===== src/mrb_pkg.sv =====
package mrb_pkg;

  // converter resolution; the sample field carries up to SAMPLE_W bits
  localparam int SAMPLE_BITS = 10;

  localparam int CMD_W      = 4;
  localparam int SAMPLE_W   = 10;
  localparam int DIGIT_W    = 4;
  localparam int UNIT_W     = 2;
  localparam int NUM_DIGITS = 5;
  localparam int BCD_W      = DIGIT_W * NUM_DIGITS;

  localparam longint unsigned FULL_SCALE  = (64'd1 << SAMPLE_BITS) - 64'd1;
  localparam longint unsigned READING_MAX = 64'd99999;
  localparam int              READ_W      = $clog2(READING_MAX + 64'd1);

  // q16 gains in hundredths of the display unit per count
  localparam int              GAIN_FRAC = 16;
  localparam longint unsigned VDEN      = 64'd4 * 64'd51 * FULL_SCALE;
  localparam longint unsigned ADEN      = VDEN * 64'd220;

  localparam longint unsigned GAIN_DCV_5   = ((64'd5 * 64'd10051 * 64'd9) << GAIN_FRAC) / VDEN;
  localparam longint unsigned GAIN_DCV_50  = ((64'd5 * 64'd10051 * 64'd27) << GAIN_FRAC) / VDEN;
  localparam longint unsigned GAIN_DCV_200 = ((64'd5 * 64'd10051 * 64'd101) << GAIN_FRAC) / VDEN;
  localparam longint unsigned GAIN_ACV_5   =
    ((64'd5 * 64'd10051 * 64'd9 * 64'd227) << GAIN_FRAC) / ADEN;
  localparam longint unsigned GAIN_ACV_50  =
    ((64'd5 * 64'd10051 * 64'd27 * 64'd227) << GAIN_FRAC) / ADEN;
  localparam longint unsigned GAIN_ACV_200 =
    ((64'd5 * 64'd10051 * 64'd101 * 64'd227) << GAIN_FRAC) / ADEN;
  localparam longint unsigned GAIN_DC_MA   = (64'd100350 << GAIN_FRAC) / FULL_SCALE;
  localparam longint unsigned GAIN_AC_MA   =
    ((64'd100000 * 64'd227) << GAIN_FRAC) / (64'd220 * FULL_SCALE);

  // resistance numerator constants
  localparam longint unsigned R10K_K = 64'd135;
  localparam longint unsigned R1M_K  = 64'd150035;

  function automatic longint unsigned max_u64(longint unsigned a, longint unsigned b);
    return (a > b) ? a : b;
  endfunction

  localparam longint unsigned MAX_K =
    max_u64(max_u64(GAIN_ACV_200, GAIN_DC_MA), max_u64(GAIN_AC_MA, R1M_K));
  localparam int K_W          = $clog2(MAX_K + 64'd1);
  localparam int PROD_W       = SAMPLE_BITS + K_W;
  localparam int DEN_SHIFT_W  = SAMPLE_BITS + READ_W;
  localparam int CMP_W        = (PROD_W > DEN_SHIFT_W) ? PROD_W : DEN_SHIFT_W;

  localparam int QUEUE_DEPTH  = 4;
  localparam int QUEUE_PTR_W  = $clog2(QUEUE_DEPTH);
  localparam int QUEUE_CNT_W  = $clog2(QUEUE_DEPTH + 1);

  localparam int BCD_STEPS    = 4;
  localparam int BCD_STAGES   = (READ_W + BCD_STEPS - 1) / BCD_STEPS;

  typedef enum logic [CMD_W-1:0] {
    MODE_DCV_5   = 4'd0,
    MODE_DCV_50  = 4'd1,
    MODE_DCV_200 = 4'd2,
    MODE_ACV_5   = 4'd3,
    MODE_ACV_50  = 4'd4,
    MODE_ACV_200 = 4'd5,
    MODE_DC_MA   = 4'd6,
    MODE_AC_MA   = 4'd7,
    MODE_R10K    = 4'd8,
    MODE_R1M     = 4'd9
  } mode_t;

  typedef enum logic [UNIT_W-1:0] {
    UNIT_VOLT = 2'd0,
    UNIT_MA   = 2'd1,
    UNIT_KOHM = 2'd2
  } unit_t;

  typedef enum logic [1:0] {
    KIND_GAIN,
    KIND_RES,
    KIND_BAD
  } kind_t;

  // queue entry between the front and the back
  typedef struct packed {
    kind_t                  kind;
    unit_t                  unit;
    logic [PROD_W-1:0]      prod;
    logic [SAMPLE_BITS-1:0] den;
  } item_t;

  typedef struct packed {
    unit_t                  unit;
    logic                   res;
    logic                   bad;
    logic                   sat;
    logic [CMP_W-1:0]       rem;
    logic [SAMPLE_BITS-1:0] den;
    logic [READ_W-1:0]      quo;
  } div_t;

  typedef struct packed {
    unit_t             unit;
    logic              ovf;
    logic [BCD_W-1:0]  bcd;
    logic [READ_W-1:0] bin;
  } bcd_t;

  function automatic logic [K_W-1:0] mode_coef(mode_t m);
    logic [K_W-1:0] k;
    unique case (m)
      MODE_DCV_5:   k = K_W'(GAIN_DCV_5);
      MODE_DCV_50:  k = K_W'(GAIN_DCV_50);
      MODE_DCV_200: k = K_W'(GAIN_DCV_200);
      MODE_ACV_5:   k = K_W'(GAIN_ACV_5);
      MODE_ACV_50:  k = K_W'(GAIN_ACV_50);
      MODE_ACV_200: k = K_W'(GAIN_ACV_200);
      MODE_DC_MA:   k = K_W'(GAIN_DC_MA);
      MODE_AC_MA:   k = K_W'(GAIN_AC_MA);
      MODE_R10K:    k = K_W'(R10K_K);
      MODE_R1M:     k = K_W'(R1M_K);
      default:      k = '0;
    endcase
    return k;
  endfunction

endpackage


===== src/mrb_in_if.sv =====
interface mrb_in_if;
  logic                          valid;
  logic                          ready;
  logic [mrb_pkg::CMD_W-1:0]     command;
  logic [mrb_pkg::SAMPLE_W-1:0]  sample;

  modport source (output valid, output command, output sample, input ready);
  modport sink   (input valid, input command, input sample, output ready);
endinterface


===== src/mrb_out_if.sv =====
interface mrb_out_if;
  logic                         valid;
  logic                         ready;
  logic [mrb_pkg::DIGIT_W-1:0]  hundreds_digit;
  logic [mrb_pkg::DIGIT_W-1:0]  tens_digit;
  logic [mrb_pkg::DIGIT_W-1:0]  ones_digit;
  logic [mrb_pkg::DIGIT_W-1:0]  tenths_digit;
  logic [mrb_pkg::DIGIT_W-1:0]  hundredths_digit;
  logic [mrb_pkg::UNIT_W-1:0]   unit_code;
  logic                         overflow;

  modport source (output valid, output hundreds_digit, output tens_digit, output ones_digit,
                  output tenths_digit, output hundredths_digit, output unit_code,
                  output overflow, input ready);
  modport sink   (input valid, input hundreds_digit, input tens_digit, input ones_digit,
                  input tenths_digit, input hundredths_digit, input unit_code,
                  input overflow, output ready);
endinterface


===== src/mrb_front.sv =====
module mrb_front (
  input  logic           clk,
  input  logic           rst,
  mrb_in_if.sink         sample_ch,
  output mrb_pkg::item_t item,
  output logic           item_valid,
  input  logic           item_ready
);

  mrb_pkg::mode_t                  mode;
  logic [mrb_pkg::SAMPLE_BITS-1:0] s;
  logic [mrb_pkg::K_W-1:0]         coef;
  mrb_pkg::kind_t                  kind;
  mrb_pkg::unit_t                  unit;
  mrb_pkg::item_t                  item_next;
  logic                            accept;

  assign mode = mrb_pkg::mode_t'(sample_ch.command);
  assign s    = mrb_pkg::SAMPLE_BITS'(sample_ch.sample);
  assign coef = mrb_pkg::mode_coef(mode);

  always_comb begin
    unique case (mode)
      mrb_pkg::MODE_DCV_5, mrb_pkg::MODE_DCV_50, mrb_pkg::MODE_DCV_200,
      mrb_pkg::MODE_ACV_5, mrb_pkg::MODE_ACV_50, mrb_pkg::MODE_ACV_200: begin
        kind = mrb_pkg::KIND_GAIN;
        unit = mrb_pkg::UNIT_VOLT;
      end
      mrb_pkg::MODE_DC_MA, mrb_pkg::MODE_AC_MA: begin
        kind = mrb_pkg::KIND_GAIN;
        unit = mrb_pkg::UNIT_MA;
      end
      mrb_pkg::MODE_R10K, mrb_pkg::MODE_R1M: begin
        kind = mrb_pkg::KIND_RES;
        unit = mrb_pkg::UNIT_KOHM;
      end
      default: begin
        kind = mrb_pkg::KIND_BAD;
        unit = mrb_pkg::UNIT_VOLT;
      end
    endcase
  end

  // one multiplier serves both the gain and the resistance numerator
  always_comb begin
    item_next.kind = kind;
    item_next.unit = unit;
    item_next.prod = mrb_pkg::PROD_W'(s) * mrb_pkg::PROD_W'(coef);
    item_next.den  = mrb_pkg::SAMPLE_BITS'(mrb_pkg::FULL_SCALE) - s;
  end

  assign sample_ch.ready = !item_valid || item_ready;
  assign accept          = sample_ch.valid && sample_ch.ready;

  always_ff @(posedge clk) begin
    if (rst) begin
      item_valid <= 1'b0;
    end else if (sample_ch.ready) begin
      item_valid <= sample_ch.valid;
    end
  end

  always_ff @(posedge clk) begin
    if (accept) begin
      item <= item_next;
    end
  end

endmodule


===== src/mrb_queue.sv =====
module mrb_queue (
  input  logic           clk,
  input  logic           rst,
  input  mrb_pkg::item_t push_data,
  input  logic           push_valid,
  output logic           push_ready,
  output mrb_pkg::item_t pop_data,
  output logic           pop_valid,
  input  logic           pop_ready
);

  mrb_pkg::item_t                  mem [mrb_pkg::QUEUE_DEPTH];
  logic [mrb_pkg::QUEUE_PTR_W-1:0] wr_ptr;
  logic [mrb_pkg::QUEUE_PTR_W-1:0] rd_ptr;
  logic [mrb_pkg::QUEUE_CNT_W-1:0] count;
  logic                            push;
  logic                            pop;

  assign push_ready = count != mrb_pkg::QUEUE_CNT_W'(mrb_pkg::QUEUE_DEPTH);
  assign pop_valid  = count != '0;
  assign push       = push_valid && push_ready;
  assign pop        = pop_valid && pop_ready;
  assign pop_data   = mem[rd_ptr];

  always_ff @(posedge clk) begin
    if (rst) begin
      wr_ptr <= '0;
      rd_ptr <= '0;
      count  <= '0;
    end else begin
      if (push) begin
        wr_ptr <= wr_ptr + 1'b1;
      end
      if (pop) begin
        rd_ptr <= rd_ptr + 1'b1;
      end
      if (push && !pop) begin
        count <= count + 1'b1;
      end else if (pop && !push) begin
        count <= count - 1'b1;
      end
    end
  end

  always_ff @(posedge clk) begin
    if (push) begin
      mem[wr_ptr] <= push_data;
    end
  end

endmodule


===== src/mrb_back.sv =====
module mrb_back (
  input  logic           clk,
  input  logic           rst,
  input  mrb_pkg::item_t item,
  input  logic           item_valid,
  output logic           item_ready,
  mrb_out_if.source      reading_ch
);

  localparam int RW = mrb_pkg::READ_W;
  localparam int NB = mrb_pkg::BCD_STAGES;

  logic                  advance;
  mrb_pkg::div_t         prep_next;
  mrb_pkg::div_t         prep;
  logic                  prep_valid;
  logic [mrb_pkg::CMP_W-1:0] gain_rd;

  mrb_pkg::div_t         div_src   [RW];
  mrb_pkg::div_t         div_next  [RW];
  mrb_pkg::div_t         div_stage [RW];
  logic [RW-1:0]         div_src_v;
  logic [RW-1:0]         div_v;

  mrb_pkg::div_t         div_last;
  logic                  over;
  mrb_pkg::bcd_t         bcd_first;

  mrb_pkg::bcd_t         bcd_src   [NB];
  mrb_pkg::bcd_t         bcd_next  [NB];
  mrb_pkg::bcd_t         bcd_stage [NB];
  logic [NB-1:0]         bcd_src_v;
  logic [NB-1:0]         bcd_v;

  mrb_pkg::bcd_t         res_q;

  // the whole back pipeline moves together; the last stage is the output register
  assign advance    = !bcd_v[NB-1] || reading_ch.ready;
  assign item_ready = advance;

  // classify overflow early and load the divider
  always_comb begin
    gain_rd        = mrb_pkg::CMP_W'(item.prod) >> mrb_pkg::GAIN_FRAC;
    prep_next.unit = item.unit;
    prep_next.res  = item.kind == mrb_pkg::KIND_RES;
    prep_next.bad  = item.kind == mrb_pkg::KIND_BAD;
    prep_next.rem  = mrb_pkg::CMP_W'(item.prod);
    prep_next.den  = item.den;
    priority if (item.kind == mrb_pkg::KIND_RES) begin
      // quotient must fit the divider width, else it is out of range anyway
      prep_next.sat = (item.den == '0) ||
                      (mrb_pkg::CMP_W'(item.prod) >= (mrb_pkg::CMP_W'(item.den) << RW));
      prep_next.quo = '0;
    end else begin
      prep_next.sat = gain_rd > mrb_pkg::CMP_W'(mrb_pkg::READING_MAX);
      prep_next.quo = RW'(gain_rd);
    end
  end

  always_ff @(posedge clk) begin
    if (rst) begin
      prep_valid <= 1'b0;
    end else if (advance) begin
      prep_valid <= item_valid;
    end
  end

  always_ff @(posedge clk) begin
    if (advance) begin
      prep <= prep_next;
    end
  end

  // restoring divider, one quotient bit per stage
  for (genvar d = 0; d < RW; d++) begin : g_div
    localparam int SH = RW - 1 - d;

    if (d == 0) begin : g_head
      assign div_src[d]   = prep;
      assign div_src_v[d] = prep_valid;
    end else begin : g_link
      assign div_src[d]   = div_stage[d-1];
      assign div_src_v[d] = div_v[d-1];
    end

    always_comb begin
      div_next[d] = div_src[d];
      if (div_src[d].res &&
          (div_src[d].rem >= (mrb_pkg::CMP_W'(div_src[d].den) << SH))) begin
        div_next[d].rem     = div_src[d].rem - (mrb_pkg::CMP_W'(div_src[d].den) << SH);
        div_next[d].quo[SH] = 1'b1;
      end
    end

    always_ff @(posedge clk) begin
      if (rst) begin
        div_v[d] <= 1'b0;
      end else if (advance) begin
        div_v[d] <= div_src_v[d];
      end
    end

    always_ff @(posedge clk) begin
      if (advance) begin
        div_stage[d] <= div_next[d];
      end
    end
  end

  // saturate, then feed the binary to bcd conversion
  assign div_last = div_stage[RW-1];
  assign over     = div_last.sat || (div_last.quo > RW'(mrb_pkg::READING_MAX));

  always_comb begin
    bcd_first.unit = div_last.unit;
    bcd_first.ovf  = div_last.bad || over;
    bcd_first.bcd  = '0;
    priority if (div_last.bad) begin
      bcd_first.bin = '0;
    end else if (over) begin
      bcd_first.bin = RW'(mrb_pkg::READING_MAX);
    end else begin
      bcd_first.bin = div_last.quo;
    end
  end

  // shift-and-add-3, BCD_STEPS bits per stage
  for (genvar j = 0; j < NB; j++) begin : g_bcd
    if (j == 0) begin : g_head
      assign bcd_src[j]   = bcd_first;
      assign bcd_src_v[j] = div_v[RW-1];
    end else begin : g_link
      assign bcd_src[j]   = bcd_stage[j-1];
      assign bcd_src_v[j] = bcd_v[j-1];
    end

    always_comb begin
      logic [mrb_pkg::BCD_W-1:0] b;
      logic [RW-1:0]             v;
      b = bcd_src[j].bcd;
      v = bcd_src[j].bin;
      for (int k = 0; k < mrb_pkg::BCD_STEPS; k++) begin
        if (j * mrb_pkg::BCD_STEPS + k < RW) begin
          for (int n = 0; n < mrb_pkg::NUM_DIGITS; n++) begin
            if (b[n*mrb_pkg::DIGIT_W +: mrb_pkg::DIGIT_W] >= mrb_pkg::DIGIT_W'(5)) begin
              b[n*mrb_pkg::DIGIT_W +: mrb_pkg::DIGIT_W] =
                b[n*mrb_pkg::DIGIT_W +: mrb_pkg::DIGIT_W] + mrb_pkg::DIGIT_W'(3);
            end
          end
          {b, v} = {b, v} << 1;
        end
      end
      bcd_next[j]     = bcd_src[j];
      bcd_next[j].bcd = b;
      bcd_next[j].bin = v;
    end

    always_ff @(posedge clk) begin
      if (rst) begin
        bcd_v[j] <= 1'b0;
      end else if (advance) begin
        bcd_v[j] <= bcd_src_v[j];
      end
    end

    always_ff @(posedge clk) begin
      if (advance) begin
        bcd_stage[j] <= bcd_next[j];
      end
    end
  end

  assign res_q = bcd_stage[NB-1];

  assign reading_ch.valid            = bcd_v[NB-1];
  assign reading_ch.hundreds_digit   = res_q.bcd[4*mrb_pkg::DIGIT_W +: mrb_pkg::DIGIT_W];
  assign reading_ch.tens_digit       = res_q.bcd[3*mrb_pkg::DIGIT_W +: mrb_pkg::DIGIT_W];
  assign reading_ch.ones_digit       = res_q.bcd[2*mrb_pkg::DIGIT_W +: mrb_pkg::DIGIT_W];
  assign reading_ch.tenths_digit     = res_q.bcd[1*mrb_pkg::DIGIT_W +: mrb_pkg::DIGIT_W];
  assign reading_ch.hundredths_digit = res_q.bcd[0 +: mrb_pkg::DIGIT_W];
  assign reading_ch.unit_code        = res_q.unit;
  assign reading_ch.overflow         = res_q.ovf;

endmodule


===== src/meter_reading_to_bcd_top.sv =====
// Meter reading to BCD: each beat on sample_ch carries a mode and a raw converter
// sample; each beat on reading_ch returns the reading in hundredths of the unit as five
// decimal digits, a unit code and an overflow flag, in input order. One beat is taken
// per clock as long as reading_ch keeps ready high. A sample is taken into the front register
// with its product, then passes through the four-entry queue, the overflow check stage, the
// restoring divider (one quotient bit per stage) and the BCD stages. While reading_ch holds
// off, the whole back pipeline waits, the queue and the front register fill, and then
// sample_ch drops ready. Voltage and current modes use a Q16 gain and truncate;
// resistance modes divide exactly. Unused modes give zeros with overflow set, and
// out-of-range readings saturate to 999.99.
module meter_reading_to_bcd_top (
  input  logic      clk,
  input  logic      rst,
  mrb_in_if.sink    sample_ch,
  mrb_out_if.source reading_ch
);

  mrb_pkg::item_t front_item;
  logic           front_valid;
  logic           front_ready;
  mrb_pkg::item_t queue_item;
  logic           queue_valid;
  logic           queue_ready;

  mrb_front u_front (
    .clk        (clk),
    .rst        (rst),
    .sample_ch  (sample_ch),
    .item       (front_item),
    .item_valid (front_valid),
    .item_ready (front_ready)
  );

  mrb_queue u_queue (
    .clk        (clk),
    .rst        (rst),
    .push_data  (front_item),
    .push_valid (front_valid),
    .push_ready (front_ready),
    .pop_data   (queue_item),
    .pop_valid  (queue_valid),
    .pop_ready  (queue_ready)
  );

  mrb_back u_back (
    .clk        (clk),
    .rst        (rst),
    .item       (queue_item),
    .item_valid (queue_valid),
    .item_ready (queue_ready),
    .reading_ch (reading_ch)
  );

endmodule

===== src/flat_wrapper.sv =====
// flat-port wrapper written by rule: the top's interface ports become plain ports
module meter_reading_to_bcd_top_flat 
  (clk, rst, sample_ch_valid, sample_ch_command, sample_ch_sample, sample_ch_ready, reading_ch_valid, reading_ch_hundreds_digit, reading_ch_tens_digit, reading_ch_ones_digit, reading_ch_tenths_digit, reading_ch_hundredths_digit, reading_ch_unit_code, reading_ch_overflow, reading_ch_ready);
  mrb_in_if sample_ch_i ();
  mrb_out_if reading_ch_i ();
  input  logic clk;
  input  logic rst;
  input wire logic [$bits(sample_ch_i.valid)-1:0] sample_ch_valid;
  input wire logic [$bits(sample_ch_i.command)-1:0] sample_ch_command;
  input wire logic [$bits(sample_ch_i.sample)-1:0] sample_ch_sample;
  output wire logic [$bits(sample_ch_i.ready)-1:0] sample_ch_ready;
  output wire logic [$bits(reading_ch_i.valid)-1:0] reading_ch_valid;
  output wire logic [$bits(reading_ch_i.hundreds_digit)-1:0] reading_ch_hundreds_digit;
  output wire logic [$bits(reading_ch_i.tens_digit)-1:0] reading_ch_tens_digit;
  output wire logic [$bits(reading_ch_i.ones_digit)-1:0] reading_ch_ones_digit;
  output wire logic [$bits(reading_ch_i.tenths_digit)-1:0] reading_ch_tenths_digit;
  output wire logic [$bits(reading_ch_i.hundredths_digit)-1:0] reading_ch_hundredths_digit;
  output wire logic [$bits(reading_ch_i.unit_code)-1:0] reading_ch_unit_code;
  output wire logic [$bits(reading_ch_i.overflow)-1:0] reading_ch_overflow;
  input wire logic [$bits(reading_ch_i.ready)-1:0] reading_ch_ready;
  assign sample_ch_i.valid = sample_ch_valid;
  assign sample_ch_i.command = sample_ch_command;
  assign sample_ch_i.sample = sample_ch_sample;
  assign sample_ch_ready = sample_ch_i.ready;
  assign reading_ch_valid = reading_ch_i.valid;
  assign reading_ch_hundreds_digit = reading_ch_i.hundreds_digit;
  assign reading_ch_tens_digit = reading_ch_i.tens_digit;
  assign reading_ch_ones_digit = reading_ch_i.ones_digit;
  assign reading_ch_tenths_digit = reading_ch_i.tenths_digit;
  assign reading_ch_hundredths_digit = reading_ch_i.hundredths_digit;
  assign reading_ch_unit_code = reading_ch_i.unit_code;
  assign reading_ch_overflow = reading_ch_i.overflow;
  assign reading_ch_i.ready = reading_ch_ready;
  meter_reading_to_bcd_top u_core (.clk(clk), .rst(rst), .sample_ch(sample_ch_i), .reading_ch(reading_ch_i));
endmodule

===== config.mk =====
export PLATFORM = sky130hd
export DESIGN_NAME = meter_reading_to_bcd_top_flat
export DESIGN_NICKNAME = d
export VERILOG_FILES = /design/src/mrb_pkg.sv /design/src/mrb_in_if.sv /design/src/mrb_out_if.sv /design/src/mrb_front.sv /design/src/mrb_queue.sv /design/src/mrb_back.sv /design/src/meter_reading_to_bcd_top.sv /design/src/flat_wrapper.sv
export SDC_FILE = /design/constraint.sdc
export NUM_CORES = 2
export LEC_CHECK = 0
export ABC_AREA = 1
export BUFFER_PORTS_ARGS = -buffer_cell sky130_fd_sc_hd__buf_2
export CORE_ASPECT_RATIO = 0.8
export CORE_MARGIN = 3
export CORE_UTILIZATION = 30
export CTS_CLUSTER_DIAMETER = 120
export DETAILED_ROUTE_END_ITERATION = 7
export GPL_TIMING_DRIVEN = 0
export PLACE_DENSITY = 0.42
export SLEW_MARGIN = 20
export SYNTH_ARGS = -nofsm -noshare
export SYNTH_HDL_FRONTEND = slang
export SYNTH_SLANG_ARGS = --single-unit

===== constraint.sdc =====
create_clock -name clk -period 43.3 [get_ports clk]
set_input_delay 0 -clock clk [delete_from_list [all_inputs] [get_ports clk]]
set_output_delay 0 -clock clk [all_outputs]
set_load 0.005 [all_outputs]

==> results.toml <==
[grt]
grt_use_total = 0.154
grt_max_degree = 55
grt_pass1_wl_um = 324000
antenna_found_initial = 12
grt_overflow = 0
grt_pass1_vias = 53600

[detailed_routing]
vias = 54500
drtIter0Drc = 4187
wire_per_inst_um = 17.9
via_per_inst = 4.63
ant_nets = 0
drc = 0
drt-pass1-iter-count = 6
wirelength_um = 211000

[timing]
slew_headroom = 0.249
period_share = 0.156
tightest_slew_ns = 1.12
fmax_mhz = 148
setup_viol = 0
fin_crit_ns = 6.76
rsz0062_at_grt = "false"
slew_violations = 0
skew_ns = 0.0573
hold_violations = 0

[cells_and_area]
syn_to_final_growth_pct = 14.0
nets = 8686
final_core_util = 0.346
layout_common_cells = "1638 x nand2_1, 1469 x edfxtp_1, 1173 x inv_1"
drive_gt1_frac = 0.0575
layout_commonest_cell = "nand2_1"
fillCellCount = 26600

[clock_network]
clkLatencyLatePin_ns = 0.84
clock_sinks = 1502
ctsRootBufferMaster = "clkbuf_16"
cts_tree = "built"
clkTransAtPathRegs_ns = 0.06
cts_resized = 0
cts_buffers = 173
max-clock-path-buffers = 4
htreeDepth = 4
post_cts_buffers = 0

[placed_design]
gp_congestion = 0.883
portBuffers = 38
hpwl_um = 164000

[yosys]
synth_edf_count = 1469
synthCells = 7881
synth_area_per_cell_sq_um = 10.1
ys_ff_latch = 1502
ys_types = 61
synth_top_area_cell = "edfxtp_1"
syn_nets = 8427
synth.top_cell.area_share = 0.553
ys_warn_count = 0
synth_compound_area_frac = 0.0730
synthMuxAreaShare = 0
synthAdderAreaFrac = 0.0999
synthFlopType = "edfxtp_1"
syn-cell-area_sq_um = 79800
synthSimpleGateAreaFrac = 0.163
synthXorXnorAreaFrac = 0.0394
postSynth.asyncResetShare = 0
ys_seq_area_frac = 0.561
synth.area.top_cells = "edfxtp_1 55%, nand2_1 7.7%, inv_1 5.5%"
synth_top_family_by_area = "simple AND/OR/NAND/NOR gates"

[setup_path]
slowest_delay_ns = 0.59
timing.rr.start = "u_core.u_back.bcd_stage[0][55]$_DFFE_PN_"
crit_arrival_ns = 7.33
worst_path_max_delay_cell = "nor2_1"
cp_data_required_time_ns = 43.87
cp-startpoint = "sample_ch_command[1]"
startpoint_type = "input pin"
cpMostUsedCell = "inv_1"
timing.critical_path.fanout_max = 6
crit_type = "input pin to flop"
crit_path_end_kind = "flop"

[floorplan]
die_h_um = 467
rows = 168
ios = 43
fp.dieW_um = 583
start_util = 0.303
core_region_area_sq_um = 263000
die_area_sq_um = 272000

[outcome]
status = "complete, no violations"

[run]
cap_violations = 0

[min_path]
hp-class = "input pin to flop"
min_from = "sample_ch_sample[2]"
==> Yosys cell counts (all sizes together), types with 7 or more instances <==
cell type,number
nand2,1646
edfxtp,1469
inv,1182
nor2,821
o21ai,580
ha,346
nand3,326
a21oi,293
xor2,228
fa,182
xnor2,130
nand4,106
nor3,90
buf,75
nor4,62
clkbuf,47
o211ai,37
or2,35
dfxtp,33
a21o,29
nand3b,25
a31oi,19
a21boi,15
o21bai,13
o21a,11
and2,10
o31ai,10
clkinv,9
a32o,8
a32oi,8
o2111ai,8
a211oi,7
==> cells by family (layout without fill, tap and decap cells) <==
kind of cell | after synthesis | in the layout
and+or+nand+nor | 3129 | 3129
DFF | 1502 | 1502
buffers and inverters | 1313 | 1706
AOI/OAI and AO/OA | 1051 | 1051
adders and majority gates | 528 | 528
xor gates and xnor gates | 358 | 358
other | 0 | 4
==> critical path, delay by kind of cell <==
kind | cells | cell delay [ns]
fa+ha+maj | 7 | 3.06
simple gates | 5 | 1.67
buf+inv | 9 | 1.48
compound gates | 4 | 1.02
xor+xnor | 1 | 0.09
==> state kept, by name (all words and copies together) (netlist names), named ones only <==
register,cells
u_core.u_back.bcd_src_v,5
u_core.u_back.bcd_stage,113
u_core.u_back.div_next,31
u_core.u_back.div_src,34
u_core.u_back.div_src_v,16
u_core.u_back.div_stage,1061
u_core.u_back.prep_valid,1
u_core.u_back.reading_ch.valid,1
u_core.u_front.item,46
u_core.u_front.item_valid,1
u_core.u_queue.count,3
u_core.u_queue.mem,184
u_core.u_queue.rd_ptr,2
u_core.u_queue.wr_ptr,2
==> worst paths after layout <==
| path | cells past startpoint | slack [ns] | to |
|---|---|---|---|
| setup / recovery | 26 | 36.54 | u_core.u_front.item[36]$_DFFE_PP_ |
| setup reg to reg | 23 | 38.79 | u_core.u_back.bcd_stage[0][104]$_DFFE_PN_ |
| hold reg to reg | 0 | 0.38 | u_core.u_back.div_stage[0][143]$_DFFE_PN_ |
| hold / removal | 2 | 0.09 | u_core.u_front.item[2]$_DFFE_PP_ |
==> per-layer routing <==
layer	part of all wire	routed length, um	vias up	GRT usage
met5	0	0	-	0
met4	0.017	3590	0	0.0293
met3	0.055	11700	220	0.0294
met2	0.41	86900	1137	0.224
met1	0.52	109000	26100	0.236
li1	-	-	27000	-
==> per-stage QoR <==
step	hold WS (ns)	setup TNS (ns)	cells	instance area, sq um	setup slack [ns]
global placement	0.288	-9656.13	11400	84400	-7.99
global route	0.0638	0	11800	91000	36.30
detailed placement	0.296	0	11400	85300	36.39
floorplan	0.0691	0	7881	79800	7.15
CTS	0.00302	0	11800	91000	36.76
finish	0.0917	0	11800	91000	36.54
==> cell type report <==
| cell class | count | area [sq um] | share of cell area |
|---|---|---|---|
| Tap cell | 3485 | 4360 | 0.0479 |
| Sequential cell | 1502 | 44800 | 0.492 |
| Timing Repair Buffer | 84 | 1180 | 0.0130 |
| Buffer | 122 | 642 | 0.00705 |
| Antenna cell | 4 | 10.0 | 0.000110 |
| Multi-Input combinational cell | 5066 | 30000 | 0.329 |
| Clock buffer | 216 | 4630 | 0.0508 |
| Inverter | 1191 | 4470 | 0.0491 |
| Clock inverter | 93 | 963 | 0.0106 |
==> timing repair <==
| action | CTS | global route |
|---|---|---|
| endpoints found under the hold margin | 87 | 0 |
| hold buffers | 11 | 0 |
| setup endpoints to repair | 0 | 0 |
Power is left out: the tool's default activity adds up to more than one toggle a clock period on the data nets, which glitch-free logic cannot reach.
